`src/rtl/srtf_pkg.sv`:
```
// Shared types, constants and codes of the SRTF scheduler.
package srtf_pkg;

  localparam int TABLE_DEPTH = 16;
  localparam int IDX_W       = $clog2(TABLE_DEPTH);
  localparam int CNT_W       = $clog2(TABLE_DEPTH + 1);

  // Item kinds
  localparam logic FUNC_ARRIVE = 1'b0;
  localparam logic FUNC_TICK   = 1'b1;

  // Result marks
  localparam logic [1:0] MARK_IDLE     = 2'd0;
  localparam logic [1:0] MARK_SWITCH   = 2'd1;
  localparam logic [1:0] MARK_CONTINUE = 2'd2;
  localparam logic [1:0] MARK_ARRIVAL  = 2'd3;

  typedef struct packed {
    logic        func;
    logic [7:0]  proc_id;
    logic [15:0] burst;
    logic [31:0] now;
  } in_item_t;

  typedef struct packed {
    logic [1:0]  mark;
    logic        accepted;
    logic [7:0]  run_id;
    logic        first_start;
    logic [31:0] launch_time;
    logic        completed;
    logic [31:0] finish_time;
  } out_item_t;

  // One waiting-table entry as stored in the slot memory
  typedef struct packed {
    logic [7:0]  id;
    logic [15:0] remaining;
    logic [31:0] stamp;
    logic [7:0]  order;
    logic        started;
  } entry_t;

  // Requests from the controller to the table
  typedef struct packed {
    logic             rd_en;
    logic [IDX_W-1:0] rd_addr;
    logic             wr_en;
    logic [IDX_W-1:0] wr_addr;
    entry_t           wr_data;
    logic             wr_set_valid;
    logic             clr_en;
    logic [IDX_W-1:0] clr_addr;
  } tbl_req_t;

  // Responses from the table to the controller
  typedef struct packed {
    entry_t           rd_data;
    logic             rd_valid;
    logic [IDX_W-1:0] free_idx;
    logic             full;
  } tbl_rsp_t;

endpackage

```
`src/rtl/srtf_table.sv`:
```
// Waiting table: slot memory with registered read, per-slot valid bits, free-slot finder.
module srtf_table (
  input  logic              clk,
  input  logic              rst_n,
  input  srtf_pkg::tbl_req_t req,
  output srtf_pkg::tbl_rsp_t rsp
);

  srtf_pkg::entry_t mem [srtf_pkg::TABLE_DEPTH];
  logic [srtf_pkg::TABLE_DEPTH-1:0] valid_r;
  srtf_pkg::entry_t rd_data_r;
  logic             rd_valid_r;
  logic [srtf_pkg::IDX_W-1:0] free_idx;
  logic                       full;

  // Write and read the slot memory
  always_ff @(posedge clk) begin
    if (req.wr_en) begin
      mem[req.wr_addr] <= req.wr_data;
    end
    if (req.rd_en) begin
      rd_data_r  <= mem[req.rd_addr];
      rd_valid_r <= valid_r[req.rd_addr];
    end
  end

  // Set and clear valid bits
  always_ff @(posedge clk) begin
    if (!rst_n) begin
      valid_r <= '0;
    end else begin
      if (req.wr_en && req.wr_set_valid) begin
        valid_r[req.wr_addr] <= 1'b1;
      end
      if (req.clr_en) begin
        valid_r[req.clr_addr] <= 1'b0;
      end
    end
  end

  // Find the lowest free slot
  always_comb begin
    free_idx = '0;
    full     = 1'b1;
    for (int i = srtf_pkg::TABLE_DEPTH - 1; i >= 0; i--) begin
      if (!valid_r[i]) begin
        free_idx = srtf_pkg::IDX_W'(i);
        full     = 1'b0;
      end
    end
  end

  assign rsp.rd_data  = rd_data_r;
  assign rsp.rd_valid = rd_valid_r;
  assign rsp.free_idx = free_idx;
  assign rsp.full     = full;

endmodule

```
`src/rtl/srtf_ctrl.sv`:
```
// Scheduler control: arrival insert, table scan for the best entry, preemption decision.
module srtf_ctrl (
  input  logic                clk,
  input  logic                rst_n,
  input  logic                in_valid,
  output logic                in_stall,
  input  srtf_pkg::in_item_t  in_data,
  input  logic [7:0]          time_unit,
  output logic                res_valid,
  output srtf_pkg::out_item_t res_data,
  input  logic                res_take,
  output srtf_pkg::tbl_req_t  tbl_req,
  input  srtf_pkg::tbl_rsp_t  tbl_rsp
);

  typedef enum logic [1:0] {ST_IDLE, ST_SCAN, ST_DECIDE, ST_RESP} state_t;

  state_t                      state_r;
  logic [31:0]                 now_r;
  logic [srtf_pkg::CNT_W-1:0]  cnt_r;
  logic                        pend_r;
  logic [srtf_pkg::IDX_W-1:0]  pidx_r;
  logic                        found_r;
  logic [srtf_pkg::IDX_W-1:0]  best_idx_r;
  srtf_pkg::entry_t            best_r;
  logic [7:0]                  oc_r;
  logic                        run_valid_r;
  logic [7:0]                  run_proc_r;
  logic [15:0]                 run_left_r;
  srtf_pkg::out_item_t         res_r;

  logic                accept;
  logic                arrive;
  srtf_pkg::entry_t    cand;
  logic [7:0]          age_c;
  logic [7:0]          age_b;
  logic                cand_better;
  logic                take_cand;
  srtf_pkg::out_item_t arr_res;
  srtf_pkg::out_item_t dec_res;
  logic                cur_valid;
  logic [7:0]          cur_proc;
  logic [15:0]         cur_left;
  logic [15:0]         left_dec;
  logic                run_valid_nxt;
  logic [15:0]         run_left_nxt;
  logic                oc_bump;

  assign in_stall  = (state_r != ST_IDLE);
  assign accept    = in_valid && !in_stall;
  assign arrive    = accept && (in_data.func == srtf_pkg::FUNC_ARRIVE);
  assign res_valid = (state_r == ST_RESP);
  assign res_data  = res_r;

  // Compare the returned slot against the best so far
  assign cand  = tbl_rsp.rd_data;
  assign age_c = oc_r - cand.order;
  assign age_b = oc_r - best_r.order;
  always_comb begin
    cand_better = 1'b0;
    if (!found_r) begin
      cand_better = 1'b1;
    end else if (cand.remaining != best_r.remaining) begin
      cand_better = (cand.remaining < best_r.remaining);
    end else if (cand.stamp != best_r.stamp) begin
      cand_better = (cand.stamp < best_r.stamp);
    end else begin
      cand_better = (age_c > age_b);
    end
  end
  assign take_cand = pend_r && tbl_rsp.rd_valid && cand_better;

  // Build the arrival result
  always_comb begin
    arr_res          = '0;
    arr_res.mark     = srtf_pkg::MARK_ARRIVAL;
    arr_res.accepted = !tbl_rsp.full;
  end

  // Decide the tick outcome and drive table requests
  always_comb begin
    tbl_req         = '0;
    tbl_req.rd_en   = (state_r == ST_SCAN) &&
                      (cnt_r < srtf_pkg::CNT_W'(srtf_pkg::TABLE_DEPTH));
    tbl_req.rd_addr = cnt_r[srtf_pkg::IDX_W-1:0];

    dec_res   = '0;
    cur_valid = run_valid_r;
    cur_proc  = run_proc_r;
    cur_left  = run_left_r;
    oc_bump   = 1'b0;

    if (arrive && !tbl_rsp.full) begin
      tbl_req.wr_en             = 1'b1;
      tbl_req.wr_addr           = tbl_rsp.free_idx;
      tbl_req.wr_data.id        = in_data.proc_id;
      tbl_req.wr_data.remaining = in_data.burst;
      tbl_req.wr_data.stamp     = in_data.now;
      tbl_req.wr_data.order     = oc_r;
      tbl_req.wr_data.started   = 1'b0;
      tbl_req.wr_set_valid      = 1'b1;
    end

    if (state_r == ST_DECIDE) begin
      dec_res.mark = srtf_pkg::MARK_IDLE;
      if (!run_valid_r) begin
        // Idle processor: take the best entry out of the table
        if (found_r) begin
          tbl_req.clr_en   = 1'b1;
          tbl_req.clr_addr = best_idx_r;
          cur_valid        = 1'b1;
          cur_proc         = best_r.id;
          cur_left         = best_r.remaining;
          dec_res.mark     = srtf_pkg::MARK_SWITCH;
          if (!best_r.started) begin
            dec_res.first_start = 1'b1;
            dec_res.launch_time = now_r;
          end
        end
      end else if (found_r && (best_r.remaining < run_left_r)) begin
        // Preempt: swap running process into the picked slot
        tbl_req.wr_en             = 1'b1;
        tbl_req.wr_addr           = best_idx_r;
        tbl_req.wr_data.id        = run_proc_r;
        tbl_req.wr_data.remaining = run_left_r;
        tbl_req.wr_data.stamp     = now_r;
        tbl_req.wr_data.order     = oc_r;
        tbl_req.wr_data.started   = 1'b1;
        oc_bump                   = 1'b1;
        cur_proc                  = best_r.id;
        cur_left                  = best_r.remaining;
        dec_res.mark              = srtf_pkg::MARK_SWITCH;
        if (!best_r.started) begin
          dec_res.first_start = 1'b1;
          dec_res.launch_time = now_r;
        end
      end else begin
        // Keep the running process; requeue the picked entry
        if (found_r) begin
          tbl_req.wr_en         = 1'b1;
          tbl_req.wr_addr       = best_idx_r;
          tbl_req.wr_data       = best_r;
          tbl_req.wr_data.order = oc_r;
          oc_bump               = 1'b1;
        end
        dec_res.mark = srtf_pkg::MARK_CONTINUE;
      end
    end

    // Consume one time unit from the running process
    left_dec      = (cur_left > {8'd0, time_unit}) ? (cur_left - {8'd0, time_unit}) : 16'd0;
    run_valid_nxt = cur_valid;
    run_left_nxt  = cur_left;
    if (cur_valid) begin
      dec_res.run_id = cur_proc;
      run_left_nxt   = left_dec;
      if (left_dec == 16'd0) begin
        dec_res.completed   = 1'b1;
        dec_res.finish_time = now_r + {24'd0, time_unit};
        run_valid_nxt       = 1'b0;
      end
    end
  end

  // Hold state and registered results
  always_ff @(posedge clk) begin
    if (!rst_n) begin
      state_r     <= ST_IDLE;
      oc_r        <= '0;
      run_valid_r <= 1'b0;
      run_proc_r  <= '0;
      run_left_r  <= '0;
      pend_r      <= 1'b0;
      found_r     <= 1'b0;
      cnt_r       <= '0;
    end else begin
      unique case (state_r)
        ST_IDLE: begin
          if (accept) begin
            now_r <= in_data.now;
            if (in_data.func == srtf_pkg::FUNC_ARRIVE) begin
              res_r <= arr_res;
              if (!tbl_rsp.full) begin
                oc_r <= oc_r + 8'd1;
              end
              state_r <= ST_RESP;
            end else begin
              cnt_r   <= '0;
              pend_r  <= 1'b0;
              found_r <= 1'b0;
              state_r <= ST_SCAN;
            end
          end
        end
        ST_SCAN: begin
          pend_r <= tbl_req.rd_en;
          pidx_r <= tbl_req.rd_addr;
          if (tbl_req.rd_en) begin
            cnt_r <= cnt_r + 1'b1;
          end
          if (take_cand) begin
            found_r    <= 1'b1;
            best_r     <= cand;
            best_idx_r <= pidx_r;
          end
          if (!tbl_req.rd_en) begin
            state_r <= ST_DECIDE;
          end
        end
        ST_DECIDE: begin
          run_valid_r <= run_valid_nxt;
          run_proc_r  <= cur_proc;
          run_left_r  <= run_left_nxt;
          if (oc_bump) begin
            oc_r <= oc_r + 8'd1;
          end
          res_r   <= dec_res;
          state_r <= ST_RESP;
        end
        ST_RESP: begin
          if (res_take) begin
            state_r <= ST_IDLE;
          end
        end
        default: begin
          state_r <= ST_IDLE;
        end
      endcase
    end
  end

endmodule

```
`src/rtl/srtf_preemptive_scheduler_top.sv`:
```
// Top level of the SRTF scheduler: config register, output register, controller and table.
//
// Input channel (in_valid / in_stall / in_data) carries arrival and tick transactions.
// Output channel (out_valid / out_stall / out_data) returns exactly one result per input.
// cfg_wr_en / cfg_wr_data write the time_unit register (reset value 1); write it only
// while no transaction is in flight.
// An arrival result is registered in the controller in the accept cycle, then handed
// on to the output register; the lowest free slot is found from the valid bits and
// written in the accept cycle. A tick scans the table: the slot memory is read one slot
// per cycle through its single read port, the last read result is taken in, a decide
// state writes back the preempted or requeued entry or clears the picked one, and a
// response state hands off the result. One transaction is worked on at a time; the
// next is accepted in the cycle after the result moves to the output register, while
// that result may still wait there.
// Synchronous active-low reset clears the valid bits, the running process, the order
// counter and both handshakes; slot contents are left as they are.
// While out_stall is high the result holds in the output register, one more finished
// result holds in the controller, and in_stall stays high until room frees up.
module srtf_preemptive_scheduler_top (
  input  logic                clk,
  input  logic                rst_n,
  input  logic                in_valid,
  output logic                in_stall,
  input  srtf_pkg::in_item_t  in_data,
  output logic                out_valid,
  input  logic                out_stall,
  output srtf_pkg::out_item_t out_data,
  input  logic                cfg_wr_en,
  input  logic [7:0]          cfg_wr_data
);

  logic [7:0]          time_unit_r;
  logic                out_valid_r;
  srtf_pkg::out_item_t out_data_r;
  logic                res_valid;
  srtf_pkg::out_item_t res_data;
  logic                res_take;
  srtf_pkg::tbl_req_t  tbl_req;
  srtf_pkg::tbl_rsp_t  tbl_rsp;

  // Hold the time unit register
  always_ff @(posedge clk) begin
    if (!rst_n) begin
      time_unit_r <= 8'd1;
    end else if (cfg_wr_en) begin
      time_unit_r <= cfg_wr_data;
    end
  end

  // Advance the output register when it is empty or being drained
  assign res_take = !out_valid_r || !out_stall;
  always_ff @(posedge clk) begin
    if (!rst_n) begin
      out_valid_r <= 1'b0;
    end else if (res_take) begin
      out_valid_r <= res_valid;
    end
  end
  always_ff @(posedge clk) begin
    if (res_take && res_valid) begin
      out_data_r <= res_data;
    end
  end

  assign out_valid = out_valid_r;
  assign out_data  = out_data_r;

  srtf_ctrl u_ctrl (
    .clk       (clk),
    .rst_n     (rst_n),
    .in_valid  (in_valid),
    .in_stall  (in_stall),
    .in_data   (in_data),
    .time_unit (time_unit_r),
    .res_valid (res_valid),
    .res_data  (res_data),
    .res_take  (res_take),
    .tbl_req   (tbl_req),
    .tbl_rsp   (tbl_rsp)
  );

  srtf_table u_table (
    .clk   (clk),
    .rst_n (rst_n),
    .req   (tbl_req),
    .rsp   (tbl_rsp)
  );

endmodule

```
`config.mk`:
```
export PLATFORM = sky130hd
export DESIGN_NAME = srtf_preemptive_scheduler_top
export DESIGN_NICKNAME = d
export VERILOG_FILES = /design/src/rtl/srtf_pkg.sv /design/src/rtl/srtf_table.sv /design/src/rtl/srtf_ctrl.sv /design/src/rtl/srtf_preemptive_scheduler_top.sv
export SDC_FILE = /design/constraint.sdc
export NUM_CORES = 2
export LEC_CHECK = 0
export BUFFER_PORTS_ARGS = -buffer_cell sky130_fd_sc_hd__buf_2
export CORE_AREA = 4 4 321 323
export DETAILED_ROUTE_END_ITERATION = 8
export DIE_AREA = 0 0 325 327
export PLACE_DENSITY = 0.75
export SYNTH_ARGS = -nofsm -noshare
export SYNTH_HDL_FRONTEND = slang
export SYNTH_HIERARCHICAL = 1
export SYNTH_SLANG_ARGS = --single-unit
```
`constraint.sdc`:
```
create_clock -name clk -period 14.15 [get_ports clk]
set_input_delay 0.7075 -clock clk [delete_from_list [all_inputs] [get_ports clk]]
set_output_delay 0.7075 -clock clk [all_outputs]
set_load 0.03 [all_outputs]
```
==> key figures <==
Yosys
  – Yosys Warn Count: 6
  – Synth top area cells: edfxtp_1, mux4_2, dfxtp_1, ha_1, a22oi_1
  – Most used DFF post-synth: edfxtp_1
  – Mapped Nets: 3,389
  – Synth Area per Inst: 18.0 µm²
  – Synthesized flop and latch total: 1,432
  – Cell taking the most area after synthesis: edfxtp_1
  – Netlist cell types: 68
  – Async SR Flop Fraction: 0%
  – Number of synthesized flops with an enable pin: 1,365
  – Gate Count Post-Synth: 3,208
  – Register area share after synthesis: 73.2%
  – Cell area after synthesis: 57,800 µm²
  – Area share of the leading cell type in the synthesized netlist: 70.9%

Routing
  – Drt wl/cell: 29.0 µm
  – Antenna viol nets, final: 0
  – Starting DRC count in detailed routing: 3,988
  – Drt total wl: 141,000 µm
  – Drt drc: 0
  – Avg Vias per Cell: 6.43
  – Via count: 31,100
  – Drt first pass iters: 5

Timing
  – Final Hold Viols: 0
  – Peak Freq: 153 MHz
  – Min Tclk post-route: 6.52 ns
  – RSZ-0062 raised after global routing: false
  – Final period utilization: 46.1%
  – Setup_tns: 0 ns
  – Final Setup Violations: 0
  – Slew @ Worst Pin: 1.20 ns
  – Final slew viol count: 0
  – Clock Skews: 0.0229 ns
  – Max_slew headroom: 19.8%

Floorplan
  – Row cnt: 116
  – Ports: 149
  – Die width: 325 µm
  – Starting Density: 57.9%
  – Die area: 106,000 µm²
  – DIE HEIGHT: 327 µm
  – Core Area: 99,900 µm²

Layout
  – Layout net count: 3,615
  – Most frequent cells in the layout: edfxtp_1, mux4_2, nand2_1
  – Cell Count, Final, Fillers Out: 4,843
  – Area grow syn2layout: 11.9%
  – Commonest non-fill, non-tap cell in the layout: edfxtp_1
  – Share of layout cells above drive strength 1: 21.6%

Global route
  – Met2 usage: 42.3%
  – Overall global routing resource usage: 26.7%
  – Initial antenna violation count: 6
  – Busiest grt layer: met2
  – Vias in the first global route: 31,700
  – Met1 global-route usage: 37.7%
  – Maximum number of pins on one net before global-route repair: 109
  – GR Overflow Total: 0
  – Met3 track demand over resource: 6.31%
  – First-pass GRT wire length: 209,000 µm

Critical path
  – CP Class: register to register
  – Largest stage delay, worst path: 0.86 ns
  – Worst Path Buf+Inv: 5
  – Crit path launch type: register
  – Critical-path top delay cell: or4_1
  – Crit. End Element: register
  – Critical path fanouts, max: 51
  – CP Cell Sequence: inv_1, ha_1, and4_1, and4_1, or4b_4, a31oi_4, buf_4, mux2i_1, ha_1, inv_1, fa_1, a211o_1, a21oi_1, o21ai_1, o31a_1, or4_1, clkinv_2, a41oi_4, buf_4, nor4_1
  – Arr. time, crit path: 7.07 ns
  – Family with the most delay on the worst path: simple AND/OR/NAND/NOR gates
  – Crit path required time: 14.70 ns

Place
  – HPWL after detailed placement: 80,700 µm
  – Placed instance count: 4,589
  – Final RePlAce weighted congestion: 0.837
  – Number of port buffers: 148

CTS
  – TritonCTS Buffers: 139
  – Root buf cell: clkbuf_16
  – Worst-path clk slew: 0.07 ns
  – Total setup buffers inserted after CTS: 0
  – # hold bufs at CTS: 0
  – TritonCTS clock tree: yes
  – Clock buffer depth: 3
  – Worst-Skew Late Latency: 0.74 ns
  – Cts repair resizes: 0
  – Depth of the CTS H-tree: 4
  – CTS sink count: 1,432

Job
  – Max-cap violations: 0

Pwr
  – Maximum VDD drop: 0.0905 mV
  – Leakage power: 21.5 nW
  – Total Power: 0.00953 W
  – Pwr/cell area: 147 nW/µm²

Run status
  – Status: finished, final reports clean

Min path
  – HP Class: primary input to register
[worst reg2reg max path: stages, from the launching register on]
cell and delay (ns):
dfxtp_1 0.38, inv_1 0.15, ha_1 0.33, and4_1 0.26, and4_1 0.29, or4b_4 0.52, a31oi_4 0.14, buf_4 0.54
mux2i_1 0.29, ha_1 0.18, inv_1 0.05, fa_1 0.43, a211o_1 0.34, a21oi_1 0.19, o21ai_1 0.28, o31a_1 0.21
or4_1 0.86, clkinv_2 0.20, a41oi_4 0.04, buf_4 0.30, nor4_1 0.35
[metal layers]
layer	vias to the layer above	share of wire [%]
met5	-	0.021
met4	6	2.3
met3	238	11
met2	1751	47
met1	15900	39
li1	13200	-
[cell usage after synthesis (67+ instances only)]
library cell and instances:
a21oi_1 74, a22oi_1 143, clkbuf_1 83, dfxtp_1 67, edfxtp_1 1365, ha_1 107
inv_1 120, mux2i_1 84, mux4_2 264, nand2_1 191, nor2_1 120, o21ai_0 113
[logic make-up (layout without fill, tap and decap cells)]
| kind of cell | Yosys count | count (layout) | synth area share, % |
|---|---|---|---|
| compound gates | 430 | 430 | 4.86 |
| xor+xnor | 58 | 58 | 0.878 |
| fa+ha+maj | 111 | 111 | 2.45 |
| buf+inv | 273 | 608 | 2.09 |
| flops | 1432 | 1432 | 73.2 |
| mux | 349 | 349 | 11.8 |
| other cells | 0 | 2 | 0 |
| simple gates | 555 | 555 | 4.78 |
[stage by stage]
step           setup slack [ns]  hold slack (ns)  area [µm²]  util [%]
4_1_cts                    7.63            0.107       64700      64.8
3_3_place_gp               7.75            0.402       60300      60.4
2_1_floorplan              6.42            0.400       57800         -
5_1_grt                    7.19            0.121       64700      64.8
6_report                   7.63            0.161       64700      64.8
3_5_place_dp               7.70            0.405       60300      60.4
[state kept, by name, summed over array words and instances, names as in the netlist, 2 cells and up]
register / count
u_ctrl/oc_r: 8
u_ctrl/pidx_r: 4
u_ctrl/cnt_r: 5
out_data: 77
u_table/mem: 1040
u_ctrl/best_r: 65
u_table/rsp: 65
u_ctrl/state_r: 2
u_ctrl/run_proc_r: 8
time_unit_r: 8
u_ctrl/run_left_r: 16
u_ctrl/res_data: 77
u_table/valid_r: 16
u_ctrl/now_r: 32
u_ctrl/best_idx_r: 4
[power by group]
part           internal, W  total [W]  leakage (nW)  switching [W]
sequential         0.00490    0.00502          13.2       0.000122
combinational     0.000357   0.000960          6.17       0.000603
clock              0.00199    0.00355          2.11        0.00155
[layout make-up]
| class | instances | area, µm² |
|---|---|---|
| inverter | 122 | 459 |
| antenna | 2 | 5.00 |
| fill | 6575 | 35200 |
| clock inverter | 76 | 704 |
| sequential | 1432 | 42300 |
| timing repair buffer | 236 | 1410 |
| multi-input combinational | 1503 | 14500 |
| clock buffer | 174 | 3650 |
| tap | 1298 | 1620 |
[final timing paths]
kind,end,cells past startpoint,start,slack [ns]
setup / recovery,u_ctrl/res_data[6]$_SDFFCE_PN0P_,20,u_ctrl/run_left_r[13]$_SDFFE_PN0P_,7.63
hold / removal,u_ctrl/now_r[0]$_DFFE_PP_,1,in_data[0],0.16
setup reg to reg,u_ctrl/res_data[6]$_SDFFCE_PN0P_,20,u_ctrl/run_left_r[13]$_SDFFE_PN0P_,7.63
hold reg to reg,out_data[62]$_DFFE_PP_,0,u_ctrl/res_data[62]$_SDFFCE_PN0P_,0.41
Power figures use the tool's default switching activity.
